`src/sv/bvc_pkg.sv`:
```
// ---------------------------------------------------------------------------
// bvc_pkg: battery voltage classifier shared definitions
// constants, register indexes, status codes and datapath widths
// ---------------------------------------------------------------------------
package bvc_pkg;

  // channel count and samples per average
  localparam int CHANNELS = 4;
  localparam int SAMPLES  = 16;

  // field widths
  localparam int CH_W     = 2;
  localparam int ADC_W    = 12;
  localparam int REG_W    = 16;
  localparam int SUM_W    = 18;
  localparam int CNT_W    = 7;
  localparam int PCT_W    = 10;
  localparam int STAT_W   = 3;
  localparam int IDX_W    = 3;

  // serial divider: dividend, divisor and step counter widths
  localparam int DIV_W    = 27;
  localparam int DEN_W    = 17;
  localparam int DCNT_W   = 5;
  localparam int DIV_STEPS = DIV_W;

  // serial multiplier: one bit of the pin voltage per cycle
  localparam int PROD_W   = ADC_W + REG_W;
  localparam int MCNT_W   = 4;
  localparam int MUL_STEPS = ADC_W;

  // calibrated numerator width (signed)
  localparam int NUM_W    = PROD_W + 2;

  // percent scale in tenths
  localparam int PCT_FULL = 1000;

  // register indexes
  localparam logic [IDX_W-1:0] REG_CAL_SLOPE     = 3'd0;
  localparam logic [IDX_W-1:0] REG_CAL_OFFSET    = 3'd1;
  localparam logic [IDX_W-1:0] REG_EMPTY_MV      = 3'd2;
  localparam logic [IDX_W-1:0] REG_FULL_MV       = 3'd3;
  localparam logic [IDX_W-1:0] REG_LOW_MV        = 3'd4;
  localparam logic [IDX_W-1:0] REG_OVER_MV       = 3'd5;
  localparam logic [IDX_W-1:0] REG_DISCONNECT_MV = 3'd6;

  // register reset values
  localparam logic [REG_W-1:0] RST_CAL_SLOPE     = 16'd1024;
  localparam logic [REG_W-1:0] RST_CAL_OFFSET    = 16'd0;
  localparam logic [REG_W-1:0] RST_EMPTY_MV      = 16'd10500;
  localparam logic [REG_W-1:0] RST_FULL_MV       = 16'd12700;
  localparam logic [REG_W-1:0] RST_LOW_MV        = 16'd11800;
  localparam logic [REG_W-1:0] RST_OVER_MV       = 16'd14600;
  localparam logic [REG_W-1:0] RST_DISCONNECT_MV = 16'd1000;

  // status codes
  localparam logic [STAT_W-1:0] ST_NOT_CONNECTED = 3'd0;
  localparam logic [STAT_W-1:0] ST_EMPTY         = 3'd1;
  localparam logic [STAT_W-1:0] ST_LOW           = 3'd2;
  localparam logic [STAT_W-1:0] ST_OVER_VOLTAGE  = 3'd3;
  localparam logic [STAT_W-1:0] ST_FULL          = 3'd4;
  localparam logic [STAT_W-1:0] ST_NORMAL        = 3'd5;

  // operation codes
  localparam logic OP_ACCUMULATE = 1'b0;
  localparam logic OP_AVERAGED   = 1'b1;

  // sequencer states, one-hot
  typedef enum logic [7:0] {
    S_IDLE    = 8'b0000_0001,
    S_DIV_RAW = 8'b0000_0010,
    S_DIV_MV  = 8'b0000_0100,
    S_MUL     = 8'b0000_1000,
    S_CAL     = 8'b0001_0000,
    S_PREP    = 8'b0010_0000,
    S_DIV_PCT = 8'b0100_0000,
    S_EMIT    = 8'b1000_0000
  } state_t;

endpackage

```
`src/sv/battery_voltage_classifier.sv`:
```
// ---------------------------------------------------------------------------
// battery_voltage_classifier
// averages adc samples per channel, calibrates to battery millivolts and
// reports state of charge in tenths of a percent plus a status code
// ---------------------------------------------------------------------------
//
//  channel | ports                                        | direction
//  --------+----------------------------------------------+----------
//  input   | in_valid, in_stall, in_op, in_channel,       | in
//          | in_sample_raw, in_sample_mv                  |
//  result  | out_valid, out_stall, out_channel,           | out
//          | out_avg_raw, out_avg_adc_mv, out_battery_mv, |
//          | out_percent_tenths, out_status               |
//  config  | cfg_we, cfg_index, cfg_wdata                 | in
//
// one transaction at a time; in_stall is low only while the sequencer idles
// an op 0 transaction that does not close an average only updates the channel sums
// a closing op 0 transaction runs the 27-step shared serial divider on both sums,
//   then the 12-step shift-add multiplier for the calibration gain, then the
//   divider once more for the percent; an op 1 starts at the multiplier; when
//   the percent needs no division (battery at or past the empty or full mark,
//   or an empty range) that last division is skipped
// a finished result waits in the output register; a new transaction is taken
//   while it waits, only the final load waits for the register to free up,
//   which holds the sequencer in S_EMIT while the receiver keeps stalling
// rst_n is synchronous: registers take their reset values, sums clear
// ---------------------------------------------------------------------------
module battery_voltage_classifier (
  input  logic                             clk,
  input  logic                             rst_n,
  // input channel
  input  logic                             in_valid,
  output logic                             in_stall,
  input  logic                             in_op,
  input  logic [bvc_pkg::CH_W-1:0]         in_channel,
  input  logic [bvc_pkg::ADC_W-1:0]        in_sample_raw,
  input  logic [bvc_pkg::ADC_W-1:0]        in_sample_mv,
  // result channel
  output logic                             out_valid,
  input  logic                             out_stall,
  output logic [bvc_pkg::CH_W-1:0]         out_channel,
  output logic [bvc_pkg::ADC_W-1:0]        out_avg_raw,
  output logic [bvc_pkg::ADC_W-1:0]        out_avg_adc_mv,
  output logic [bvc_pkg::REG_W-1:0]        out_battery_mv,
  output logic [bvc_pkg::PCT_W-1:0]        out_percent_tenths,
  output logic [bvc_pkg::STAT_W-1:0]       out_status,
  // configuration write port
  input  logic                             cfg_we,
  input  logic [bvc_pkg::IDX_W-1:0]        cfg_index,
  input  logic [bvc_pkg::REG_W-1:0]        cfg_wdata
);

  // ---------------- state ----------------
  bvc_pkg::state_t state_r, state_nxt;

  // configuration registers
  logic [bvc_pkg::REG_W-1:0] slope_r, slope_nxt;
  logic [bvc_pkg::REG_W-1:0] offset_r, offset_nxt;
  logic [bvc_pkg::REG_W-1:0] empty_r, empty_nxt;
  logic [bvc_pkg::REG_W-1:0] full_r, full_nxt;
  logic [bvc_pkg::REG_W-1:0] low_r, low_nxt;
  logic [bvc_pkg::REG_W-1:0] over_r, over_nxt;
  logic [bvc_pkg::REG_W-1:0] disc_r, disc_nxt;

  // per-channel accumulators
  logic [bvc_pkg::SUM_W-1:0] raw_sum_r [bvc_pkg::CHANNELS];
  logic [bvc_pkg::SUM_W-1:0] raw_sum_nxt [bvc_pkg::CHANNELS];
  logic [bvc_pkg::SUM_W-1:0] mv_sum_r [bvc_pkg::CHANNELS];
  logic [bvc_pkg::SUM_W-1:0] mv_sum_nxt [bvc_pkg::CHANNELS];
  logic [bvc_pkg::CNT_W-1:0] count_r [bvc_pkg::CHANNELS];
  logic [bvc_pkg::CNT_W-1:0] count_nxt [bvc_pkg::CHANNELS];

  // serial divider
  logic [bvc_pkg::DIV_W-1:0]  div_num_r, div_num_nxt;
  logic [bvc_pkg::DEN_W-1:0]  div_den_r, div_den_nxt;
  logic [bvc_pkg::DEN_W-1:0]  div_rem_r, div_rem_nxt;
  logic [bvc_pkg::DIV_W-1:0]  div_quo_r, div_quo_nxt;
  logic [bvc_pkg::DCNT_W-1:0] div_cnt_r, div_cnt_nxt;

  // serial multiplier
  logic [bvc_pkg::ADC_W-1:0]  mul_sh_r, mul_sh_nxt;
  logic [bvc_pkg::PROD_W-1:0] prod_r, prod_nxt;
  logic [bvc_pkg::MCNT_W-1:0] mul_cnt_r, mul_cnt_nxt;

  // working payload
  logic [bvc_pkg::CH_W-1:0]   ch_r, ch_nxt;
  logic [bvc_pkg::SUM_W-1:0]  mv_hold_r, mv_hold_nxt;
  logic [bvc_pkg::ADC_W-1:0]  avg_raw_r, avg_raw_nxt;
  logic [bvc_pkg::ADC_W-1:0]  avg_mv_r, avg_mv_nxt;
  logic [bvc_pkg::REG_W-1:0]  bat_r, bat_nxt;
  logic [bvc_pkg::PCT_W-1:0]  pct_r, pct_nxt;
  logic [bvc_pkg::STAT_W-1:0] stat_r, stat_nxt;

  // output register
  logic                       out_valid_r, out_valid_nxt;
  logic [bvc_pkg::CH_W-1:0]   o_ch_r, o_ch_nxt;
  logic [bvc_pkg::ADC_W-1:0]  o_raw_r, o_raw_nxt;
  logic [bvc_pkg::ADC_W-1:0]  o_mv_r, o_mv_nxt;
  logic [bvc_pkg::REG_W-1:0]  o_bat_r, o_bat_nxt;
  logic [bvc_pkg::PCT_W-1:0]  o_pct_r, o_pct_nxt;
  logic [bvc_pkg::STAT_W-1:0] o_stat_r, o_stat_nxt;

  // ---------------- datapath helpers ----------------
  logic                        in_fire;
  logic                        ch_ok;
  logic [bvc_pkg::SUM_W-1:0]   raw_acc, mv_acc;
  logic [bvc_pkg::CNT_W-1:0]   cnt_acc;

  // divider step: shift in one dividend bit, trial subtract
  logic [bvc_pkg::DEN_W:0]     rem_sh;
  logic                        div_ge;
  logic [bvc_pkg::DEN_W-1:0]   rem_step;
  logic [bvc_pkg::DIV_W-1:0]   quo_step;
  logic                        div_last;

  // calibration
  logic signed [bvc_pkg::NUM_W-1:0] cal_num;
  logic signed [bvc_pkg::NUM_W-1:0] off_ext;
  logic [bvc_pkg::NUM_W-1:0]        cal_rnd;
  logic [bvc_pkg::NUM_W-11:0]       cal_q;
  logic [bvc_pkg::REG_W-1:0]        cal_bat;

  // percent setup
  logic [bvc_pkg::REG_W-1:0]   pct_range;
  logic [bvc_pkg::REG_W-1:0]   pct_diff;
  logic [bvc_pkg::DIV_W-1:0]   pct_num;
  logic [bvc_pkg::STAT_W-1:0]  prep_stat;
  logic                        out_free;

  assign in_stall = (state_r != bvc_pkg::S_IDLE);
  assign in_fire  = in_valid && !in_stall;
  assign ch_ok    = (32'(in_channel) < bvc_pkg::CHANNELS);
  assign out_free = !out_valid_r || !out_stall;

  // accumulate path for the addressed channel
  assign raw_acc = raw_sum_r[in_channel] + bvc_pkg::SUM_W'(in_sample_raw);
  assign mv_acc  = mv_sum_r[in_channel] + bvc_pkg::SUM_W'(in_sample_mv);
  assign cnt_acc = count_r[in_channel] + 1'b1;

  // restoring division, one quotient bit per cycle
  assign rem_sh   = {div_rem_r, div_num_r[bvc_pkg::DIV_W-1]};
  assign div_ge   = (rem_sh >= {1'b0, div_den_r});
  assign rem_step = div_ge ? bvc_pkg::DEN_W'(rem_sh - {1'b0, div_den_r})
                           : rem_sh[bvc_pkg::DEN_W-1:0];
  assign quo_step = {div_quo_r[bvc_pkg::DIV_W-2:0], div_ge};
  assign div_last = (div_cnt_r == bvc_pkg::DCNT_W'(bvc_pkg::DIV_STEPS - 1));

  // gain product plus offset scaled by 1024, rounded half up
  assign off_ext = {{(bvc_pkg::NUM_W - bvc_pkg::REG_W - 10){offset_r[bvc_pkg::REG_W-1]}},
                    offset_r, 10'b0};
  assign cal_num = $signed({2'b00, prod_r}) + off_ext;
  assign cal_rnd = bvc_pkg::NUM_W'(cal_num) + bvc_pkg::NUM_W'(512);
  assign cal_q   = cal_rnd[bvc_pkg::NUM_W-1:10];

  always_comb begin
    if (cal_num[bvc_pkg::NUM_W-1] || (cal_num == '0)) begin
      cal_bat = '0;
    end else if (|cal_q[bvc_pkg::NUM_W-11:bvc_pkg::REG_W]) begin
      cal_bat = '1;
    end else begin
      cal_bat = cal_q[bvc_pkg::REG_W-1:0];
    end
  end

  // percent numerator 2000*(v-empty)+range, divisor 2*range
  assign pct_range = full_r - empty_r;
  assign pct_diff  = bat_r - empty_r;
  assign pct_num   = bvc_pkg::DIV_W'(pct_diff) * bvc_pkg::DIV_W'(2 * bvc_pkg::PCT_FULL)
                   + bvc_pkg::DIV_W'(pct_range);

  // ordered threshold tests
  always_comb begin
    if (bat_r < disc_r) begin
      prep_stat = bvc_pkg::ST_NOT_CONNECTED;
    end else if (bat_r <= empty_r) begin
      prep_stat = bvc_pkg::ST_EMPTY;
    end else if (bat_r < low_r) begin
      prep_stat = bvc_pkg::ST_LOW;
    end else if (bat_r > over_r) begin
      prep_stat = bvc_pkg::ST_OVER_VOLTAGE;
    end else if (bat_r >= full_r) begin
      prep_stat = bvc_pkg::ST_FULL;
    end else begin
      prep_stat = bvc_pkg::ST_NORMAL;
    end
  end

  // ---------------- configuration writes ----------------
  always_comb begin
    slope_nxt  = slope_r;
    offset_nxt = offset_r;
    empty_nxt  = empty_r;
    full_nxt   = full_r;
    low_nxt    = low_r;
    over_nxt   = over_r;
    disc_nxt   = disc_r;
    if (cfg_we) begin
      case (cfg_index)
        bvc_pkg::REG_CAL_SLOPE:     slope_nxt  = cfg_wdata;
        bvc_pkg::REG_CAL_OFFSET:    offset_nxt = cfg_wdata;
        bvc_pkg::REG_EMPTY_MV:      empty_nxt  = cfg_wdata;
        bvc_pkg::REG_FULL_MV:       full_nxt   = cfg_wdata;
        bvc_pkg::REG_LOW_MV:        low_nxt    = cfg_wdata;
        bvc_pkg::REG_OVER_MV:       over_nxt   = cfg_wdata;
        bvc_pkg::REG_DISCONNECT_MV: disc_nxt   = cfg_wdata;
        default: ;  // unknown index: write dropped
      endcase
    end
  end

  // ---------------- sequencer ----------------
  always_comb begin
    state_nxt   = state_r;
    raw_sum_nxt = raw_sum_r;
    mv_sum_nxt  = mv_sum_r;
    count_nxt   = count_r;
    div_num_nxt = div_num_r;
    div_den_nxt = div_den_r;
    div_rem_nxt = div_rem_r;
    div_quo_nxt = div_quo_r;
    div_cnt_nxt = div_cnt_r;
    mul_sh_nxt  = mul_sh_r;
    prod_nxt    = prod_r;
    mul_cnt_nxt = mul_cnt_r;
    ch_nxt      = ch_r;
    mv_hold_nxt = mv_hold_r;
    avg_raw_nxt = avg_raw_r;
    avg_mv_nxt  = avg_mv_r;
    bat_nxt     = bat_r;
    pct_nxt     = pct_r;
    stat_nxt    = stat_r;
    out_valid_nxt = out_valid_r && out_stall;
    o_ch_nxt    = o_ch_r;
    o_raw_nxt   = o_raw_r;
    o_mv_nxt    = o_mv_r;
    o_bat_nxt   = o_bat_r;
    o_pct_nxt   = o_pct_r;
    o_stat_nxt  = o_stat_r;

    // divider advances one step in any of its states
    if ((state_r == bvc_pkg::S_DIV_RAW) || (state_r == bvc_pkg::S_DIV_MV) ||
        (state_r == bvc_pkg::S_DIV_PCT)) begin
      div_num_nxt = {div_num_r[bvc_pkg::DIV_W-2:0], 1'b0};
      div_rem_nxt = rem_step;
      div_quo_nxt = quo_step;
      div_cnt_nxt = div_cnt_r + 1'b1;
    end

    case (state_r)
      bvc_pkg::S_IDLE: begin
        if (in_fire && ch_ok) begin
          ch_nxt = in_channel;
          if (in_op == bvc_pkg::OP_AVERAGED) begin
            avg_raw_nxt = in_sample_raw;
            avg_mv_nxt  = in_sample_mv;
            mul_sh_nxt  = in_sample_mv;
            prod_nxt    = '0;
            mul_cnt_nxt = '0;
            state_nxt   = bvc_pkg::S_MUL;
          end else if (cnt_acc == bvc_pkg::CNT_W'(bvc_pkg::SAMPLES)) begin
            // average closes: clear the channel, divide both sums
            raw_sum_nxt[in_channel] = '0;
            mv_sum_nxt[in_channel]  = '0;
            count_nxt[in_channel]   = '0;
            mv_hold_nxt = mv_acc;
            div_num_nxt = bvc_pkg::DIV_W'(raw_acc);
            div_den_nxt = bvc_pkg::DEN_W'(bvc_pkg::SAMPLES);
            div_rem_nxt = '0;
            div_quo_nxt = '0;
            div_cnt_nxt = '0;
            state_nxt   = bvc_pkg::S_DIV_RAW;
          end else begin
            raw_sum_nxt[in_channel] = raw_acc;
            mv_sum_nxt[in_channel]  = mv_acc;
            count_nxt[in_channel]   = cnt_acc;
          end
        end
      end

      bvc_pkg::S_DIV_RAW: begin
        if (div_last) begin
          avg_raw_nxt = quo_step[bvc_pkg::ADC_W-1:0];
          div_num_nxt = bvc_pkg::DIV_W'(mv_hold_r);
          div_rem_nxt = '0;
          div_quo_nxt = '0;
          div_cnt_nxt = '0;
          state_nxt   = bvc_pkg::S_DIV_MV;
        end
      end

      bvc_pkg::S_DIV_MV: begin
        if (div_last) begin
          avg_mv_nxt  = quo_step[bvc_pkg::ADC_W-1:0];
          mul_sh_nxt  = quo_step[bvc_pkg::ADC_W-1:0];
          prod_nxt    = '0;
          mul_cnt_nxt = '0;
          state_nxt   = bvc_pkg::S_MUL;
        end
      end

      bvc_pkg::S_MUL: begin
        // msb first shift-add
        prod_nxt = {prod_r[bvc_pkg::PROD_W-2:0], 1'b0}
                 + (mul_sh_r[bvc_pkg::ADC_W-1] ? bvc_pkg::PROD_W'(slope_r)
                                               : bvc_pkg::PROD_W'(0));
        mul_sh_nxt  = {mul_sh_r[bvc_pkg::ADC_W-2:0], 1'b0};
        mul_cnt_nxt = mul_cnt_r + 1'b1;
        if (mul_cnt_r == bvc_pkg::MCNT_W'(bvc_pkg::MUL_STEPS - 1)) begin
          state_nxt = bvc_pkg::S_CAL;
        end
      end

      bvc_pkg::S_CAL: begin
        bat_nxt   = cal_bat;
        state_nxt = bvc_pkg::S_PREP;
      end

      bvc_pkg::S_PREP: begin
        stat_nxt = prep_stat;
        if ((full_r <= empty_r) || (bat_r <= empty_r)) begin
          pct_nxt   = '0;
          state_nxt = bvc_pkg::S_EMIT;
        end else if (bat_r >= full_r) begin
          pct_nxt   = bvc_pkg::PCT_W'(bvc_pkg::PCT_FULL);
          state_nxt = bvc_pkg::S_EMIT;
        end else begin
          div_num_nxt = pct_num;
          div_den_nxt = {pct_range, 1'b0};
          div_rem_nxt = '0;
          div_quo_nxt = '0;
          div_cnt_nxt = '0;
          state_nxt   = bvc_pkg::S_DIV_PCT;
        end
      end

      bvc_pkg::S_DIV_PCT: begin
        if (div_last) begin
          pct_nxt   = quo_step[bvc_pkg::PCT_W-1:0];
          state_nxt = bvc_pkg::S_EMIT;
        end
      end

      bvc_pkg::S_EMIT: begin
        if (out_free) begin
          out_valid_nxt = 1'b1;
          o_ch_nxt   = ch_r;
          o_raw_nxt  = avg_raw_r;
          o_mv_nxt   = avg_mv_r;
          o_bat_nxt  = bat_r;
          o_pct_nxt  = pct_r;
          o_stat_nxt = stat_r;
          state_nxt  = bvc_pkg::S_IDLE;
        end
      end

      default: begin
        state_nxt = bvc_pkg::S_IDLE;
      end
    endcase
  end

  // ---------------- registers ----------------
  always_ff @(posedge clk) begin
    if (!rst_n) begin
      state_r     <= bvc_pkg::S_IDLE;
      out_valid_r <= 1'b0;
      slope_r     <= bvc_pkg::RST_CAL_SLOPE;
      offset_r    <= bvc_pkg::RST_CAL_OFFSET;
      empty_r     <= bvc_pkg::RST_EMPTY_MV;
      full_r      <= bvc_pkg::RST_FULL_MV;
      low_r       <= bvc_pkg::RST_LOW_MV;
      over_r      <= bvc_pkg::RST_OVER_MV;
      disc_r      <= bvc_pkg::RST_DISCONNECT_MV;
      div_cnt_r   <= '0;
      mul_cnt_r   <= '0;
      for (int i = 0; i < bvc_pkg::CHANNELS; i++) begin
        raw_sum_r[i] <= '0;
        mv_sum_r[i]  <= '0;
        count_r[i]   <= '0;
      end
    end else begin
      state_r     <= state_nxt;
      out_valid_r <= out_valid_nxt;
      slope_r     <= slope_nxt;
      offset_r    <= offset_nxt;
      empty_r     <= empty_nxt;
      full_r      <= full_nxt;
      low_r       <= low_nxt;
      over_r      <= over_nxt;
      disc_r      <= disc_nxt;
      div_cnt_r   <= div_cnt_nxt;
      mul_cnt_r   <= mul_cnt_nxt;
      raw_sum_r   <= raw_sum_nxt;
      mv_sum_r    <= mv_sum_nxt;
      count_r     <= count_nxt;
    end
  end

  // payload, no reset
  always_ff @(posedge clk) begin
    div_num_r <= div_num_nxt;
    div_den_r <= div_den_nxt;
    div_rem_r <= div_rem_nxt;
    div_quo_r <= div_quo_nxt;
    mul_sh_r  <= mul_sh_nxt;
    prod_r    <= prod_nxt;
    ch_r      <= ch_nxt;
    mv_hold_r <= mv_hold_nxt;
    avg_raw_r <= avg_raw_nxt;
    avg_mv_r  <= avg_mv_nxt;
    bat_r     <= bat_nxt;
    pct_r     <= pct_nxt;
    stat_r    <= stat_nxt;
    o_ch_r    <= o_ch_nxt;
    o_raw_r   <= o_raw_nxt;
    o_mv_r    <= o_mv_nxt;
    o_bat_r   <= o_bat_nxt;
    o_pct_r   <= o_pct_nxt;
    o_stat_r  <= o_stat_nxt;
  end

  assign out_valid          = out_valid_r;
  assign out_channel        = o_ch_r;
  assign out_avg_raw        = o_raw_r;
  assign out_avg_adc_mv     = o_mv_r;
  assign out_battery_mv     = o_bat_r;
  assign out_percent_tenths = o_pct_r;
  assign out_status         = o_stat_r;

  // ---------------- assertions ----------------
  logic counts_ok;
  always_comb begin
    counts_ok = 1'b1;
    for (int i = 0; i < bvc_pkg::CHANNELS; i++) begin
      if (count_r[i] >= bvc_pkg::CNT_W'(bvc_pkg::SAMPLES)) begin
        counts_ok = 1'b0;
      end
    end
  end

  // a closed average never leaves a count at or above the sample total
  a_counts_below_samples: assert property (@(posedge clk) disable iff (!rst_n)
    counts_ok)
    else $error("sample count reached SAMPLES without clearing");

  // percent in tenths stays within scale on every delivered result
  a_pct_in_range: assert property (@(posedge clk) disable iff (!rst_n)
    out_valid_r |-> (o_pct_r <= bvc_pkg::PCT_W'(bvc_pkg::PCT_FULL)))
    else $error("percent_tenths above full scale");

  // an emitted result is never overwritten while the receiver stalls
  a_no_overwrite: assert property (@(posedge clk) disable iff (!rst_n)
    (out_valid_r && out_stall && (state_r == bvc_pkg::S_EMIT)) |=>
      (state_r == bvc_pkg::S_EMIT) || !out_stall || $stable(o_bat_r))
    else $error("pending transaction overwritten under stall");

  // the divider step counter never runs past its last step
  a_div_cnt_bound: assert property (@(posedge clk) disable iff (!rst_n)
    ((state_r == bvc_pkg::S_DIV_RAW) || (state_r == bvc_pkg::S_DIV_MV) ||
     (state_r == bvc_pkg::S_DIV_PCT)) |->
      (div_cnt_r < bvc_pkg::DCNT_W'(bvc_pkg::DIV_STEPS)))
    else $error("divider step counter out of range");

endmodule

```
`config.mk`:
```
export PLATFORM = sky130hd
export DESIGN_NAME = battery_voltage_classifier
export DESIGN_NICKNAME = d
export VERILOG_FILES = /design/src/sv/bvc_pkg.sv /design/src/sv/battery_voltage_classifier.sv
export SDC_FILE = /design/constraint.sdc
export NUM_CORES = 2
export LEC_CHECK = 0
export BUFFER_PORTS_ARGS = -buffer_cell sky130_fd_sc_hd__buf_4
export CAP_MARGIN = 20
export CORE_UTILIZATION = 32
export DETAILED_ROUTE_END_ITERATION = 8
export SYNTH_ARGS = -nofsm -noshare
export SYNTH_HDL_FRONTEND = slang
export SYNTH_SLANG_ARGS = --single-unit
export TNS_END_PERCENT = 5
```
`constraint.sdc`:
```
create_clock -name clk -period 6.6 [get_ports clk]
set_clock_uncertainty 0.1 [all_clocks]
set_input_delay 0.33 -clock clk [delete_from_list [all_inputs] [get_ports clk]]
set_output_delay 0.33 -clock clk [all_outputs]
set_load 0.02 [all_outputs]
```
==> flow_metrics.py <==
metrics = {
    "placed_design": {
        "hpwl_um": 65620,
        "port_buffers": 107,
        "gp_congestion": 0.9137,
    },
    "power_and_ir_drop": {
        "ir_drop_mv": 0.3113,
        "p_per_area_nw_per_um2": 311.9,
        "finalPower_uw": 12110,
        "power_leakage_uw": 0.01539,
    },
    "critical_path": {
        "crit_slowest_cell": "fa_1",
        "endpoint": "div_num_r[16]$_DFF_P_",
        "cpMostUsedCell": "fa_1",
        "cp_num_buf_inv": 5,
        "cp_data_required_time_ps": 7020,
        "r2r-start": "bat_r[1]$_SDFFCE_PP0P_",
        "crit_fanout": 5,
        "arrival_ps": 6920,
        "crit_cells": 27,
        "slowest_delay_ps": 540,
        "cp_top_family": "adder cells",
        "crit_type": "flip-flop to flip-flop",
        "crit_start": "bat_r[1]$_SDFFCE_PP0P_",
        "endpoint_kind": "flip-flop",
        "start_kind": "flip-flop",
        "r2r_slack_ps": 100,
        "reg2reg_depth": 27,
        "reg2reg_to": "div_num_r[16]$_DFF_P_",
    },
    "sta": {
        "drv_slew": 0,
        "fmax_ghz": 0.1539,
        "finalCritPeriodShare": 0.9847,
        "rsz0062_at_grt": "true",
        "finalHoldViolations": 0,
        "fin_crit_ps": 6499,
        "slew_headroom": 0.2495,
        "setup_violations": 0,
        "worst_slew_pin_slew_ps": 1117,
    },
    "cells_and_area": {
        "area_growth_pct": 19.37,
        "drive_above_1_share": 0.1450,
        "fin_nets": 4140,
        "utilization": 0.3867,
        "fillCellCount": 10130,
    },
    "logic_synthesis": {
        "synth_area_sq_um": 32540,
        "synth-xor-area-share": 0.04753,
        "yosys-top-cells-area": "dfxtp_1, edfxtp_1, ha_1, nand2_1, a21boi_0",
        "synthCells": 3566,
        "synth_edf_count": 184,
        "yosysSeqAreaShare": 0.3894,
        "yosysMostFrequentCell": "nand2_1",
        "synth-async-reset-ratio": 0,
        "synth_fa_ha_area_frac": 0.1246,
        "ys_top_cells_by_count": "nand2_1, dfxtp_1, ha_1",
        "ys.flop_type": "dfxtp_1",
        "synth_top_area_share": 0.2196,
        "synthSimpleGateAreaFrac": 0.1789,
        "synth_compound_area_frac": 0.1716,
        "synth_cell_types": 98,
        "synth_top_family_by_area": "simple AND/OR/NAND/NOR gates",
        "synth_nets": 3908,
        "yosys_warnings": 0,
        "synth_top_area_cell": "dfxtp_1",
        "syn_avg_cell_area_sq_um": 9.125,
        "ys_ff_latch": 541,
        "synth.mux.area_fraction": 0.04157,
    },
    "hold_path": {
        "hold_path.class": "primary input to flip-flop",
    },
    "grt": {
        "grt_pass1_wl_um": 145600,
        "grt_pass1_vias": 25640,
        "grt_max_degree": 172,
        "grt_overflow_total": 0,
        "grt_usage": 0.1781,
        "antenna_found_initial": 2,
    },
    "detailed_routing": {
        "vias_per_cell": 5.036,
        "drc": 0,
        "ant_nets": 0,
        "firstDrtPassIters": 5,
        "wl_per_cell_um": 17.89,
        "wirelength_um": 93140,
        "drtIter0Drc": 1586,
        "dr_total_vias": 26220,
    },
    "floorplan": {
        "num_rows": 116,
        "dieArea_sq_um": 103000,
        "ios": 108,
        "die_h_um": 320.9,
        "start_util": 0.3240,
        "die_w_um": 320.9,
        "core-area_sq_um": 100400,
    },
    "clocking": {
        "cts_tree": "built",
        "numCtsBuffers": 58,
        "clockRootBuffer": "clkbuf_16",
        "htreeDepth": 2,
        "clock_sinks": 541,
        "clk_path_buf_depth": 3,
        "clk_latency_ps": 660,
        "clk_transition_reported_paths_ps": 60,
    },
    "status": {
        "run_status": "finished clean",
    },
    "job": {
        "cap_viol_max_count": 0,
    },
}
[flip-flops by register name, summed over array words and instances, names as in the netlist, 16 cells and up]
name / count
mv_sum_r: 72
slope_r: 16
div_den_r: 16
over_r: 16
offset_r: 16
low_r: 16
bat_r: 16
div_rem_r: 17
out_battery_mv: 16
prod_r: 28
disc_r: 16
div_num_r: 27
mv_hold_r: 18
empty_r: 16
raw_sum_r: 72
count_r: 28
full_r: 16
[cell families (layout without fill, tap and decap cells)]
family	after synthesis	in the layout
simple gates	1284	1284
buf+inv	382	664
other cells	0	1
compound gates	812	812
flops	541	541
fa+ha+maj	291	291
mux	81	81
xor+xnor	175	175
[metal layers]
metal | global-route usage | share of wire | vias to the layer above
met2 | 0.3002 | 0.47 | 520
met1 | 0.2359 | 0.46 | 12660
li1 | - | - | 12880
met3 | 0.02682 | 0.044 | 149
met5 | 0 | 0.00032 | -
met4 | 0.04921 | 0.026 | 4
[worst min path at each step]
stage                           from                     endpoint  slack [ps]  cells after the start
2_1_floorplan  avg_mv_r[0]$_DFFE_PP_  out_avg_adc_mv[0]$_DFFE_PP_         300                      0
5_1_grt                     in_valid            ch_r[0]$_DFFE_PP_          60                      2
6_report                   out_stall         out_valid$_SDFF_PN0_          60                      3
3_3_place_gp       ch_r[0]$_DFFE_PP_     out_channel[0]$_DFFE_PP_         300                      0
4_1_cts                    out_stall         out_valid$_SDFF_PN0_          10                      3
3_5_place_dp   avg_mv_r[9]$_DFFE_PP_  out_avg_adc_mv[9]$_DFFE_PP_         300                      0
[worst reg2reg max path, delay by kind of cell (launching register included)]
family | cells | cell delay (ps)
compound gates | 7 | 1260
xor+xnor | 2 | 330
fa+ha+maj | 7 | 2630
buf+inv | 5 | 530
flops | 1 | 430
simple gates | 6 | 1100
[cell usage in the layout, fill, tap and decap left out, types with 90 or more instances in the layout]
cell type,count
a21boi_0,200
a21oi_1,159
and2_1,98
buf_4,280
dfxtp_1,357
edfxtp_1,184
ha_1,223
inv_1,225
nand2_1,684
nor2_1,192
xnor2_1,90
[final cells by class]
class | count | area [sq um] | share of cell area
clock buffer | 80 | 1678 | 0.04320
timing repair buffer | 326 | 2590 | 0.06668
antenna | 1 | 2.502 | 0.00006442
sequential | 541 | 12670 | 0.3262
inverter | 228 | 855.8 | 0.02203
multi-input combinational | 2643 | 18910 | 0.4869
tap | 1357 | 1698 | 0.04371
clock inverter | 30 | 432.9 | 0.01115
[power by group]
part	switching (uW)	internal, uW	leakage [uW]
clock network	1470	2140	0.00102
registers	93.1	3630	0.00459
logic	2560	2230	0.00977
[timing repair]
item | in CTS | in global routing
buffers inserted | 17 | 10
endpoints found under the hold margin | 148 | 0
resized for setup | 5 | 72
setup endpoints to repair | 4 | 14
hold buffers | 40 | 0
pin swaps | 5 | 49
[metrics by stage]
| stage | TNS [ps] | hold slack, ps | cells | cell area, sq um | setup WS (ps) |
|---|---|---|---|---|---|
| final | 0 | 60.09 | 5206 | 38840 | 100.8 |
| after global routing | -299.8 | 59.32 | 5205 | 38840 | -83.00 |
| after CTS | 0 | 12.53 | 5194 | 38370 | 5.020 |
| after detailed placement | -248.4 | 304.5 | 5027 | 35710 | -113.4 |
| after global placement | 0 | 302.6 | 5027 | 35710 | 7.831 |
| after floorplan | 0 | 300.3 | 3566 | 32610 | 7.220 |
No activity file was read; power rests on OpenSTA's default activity.
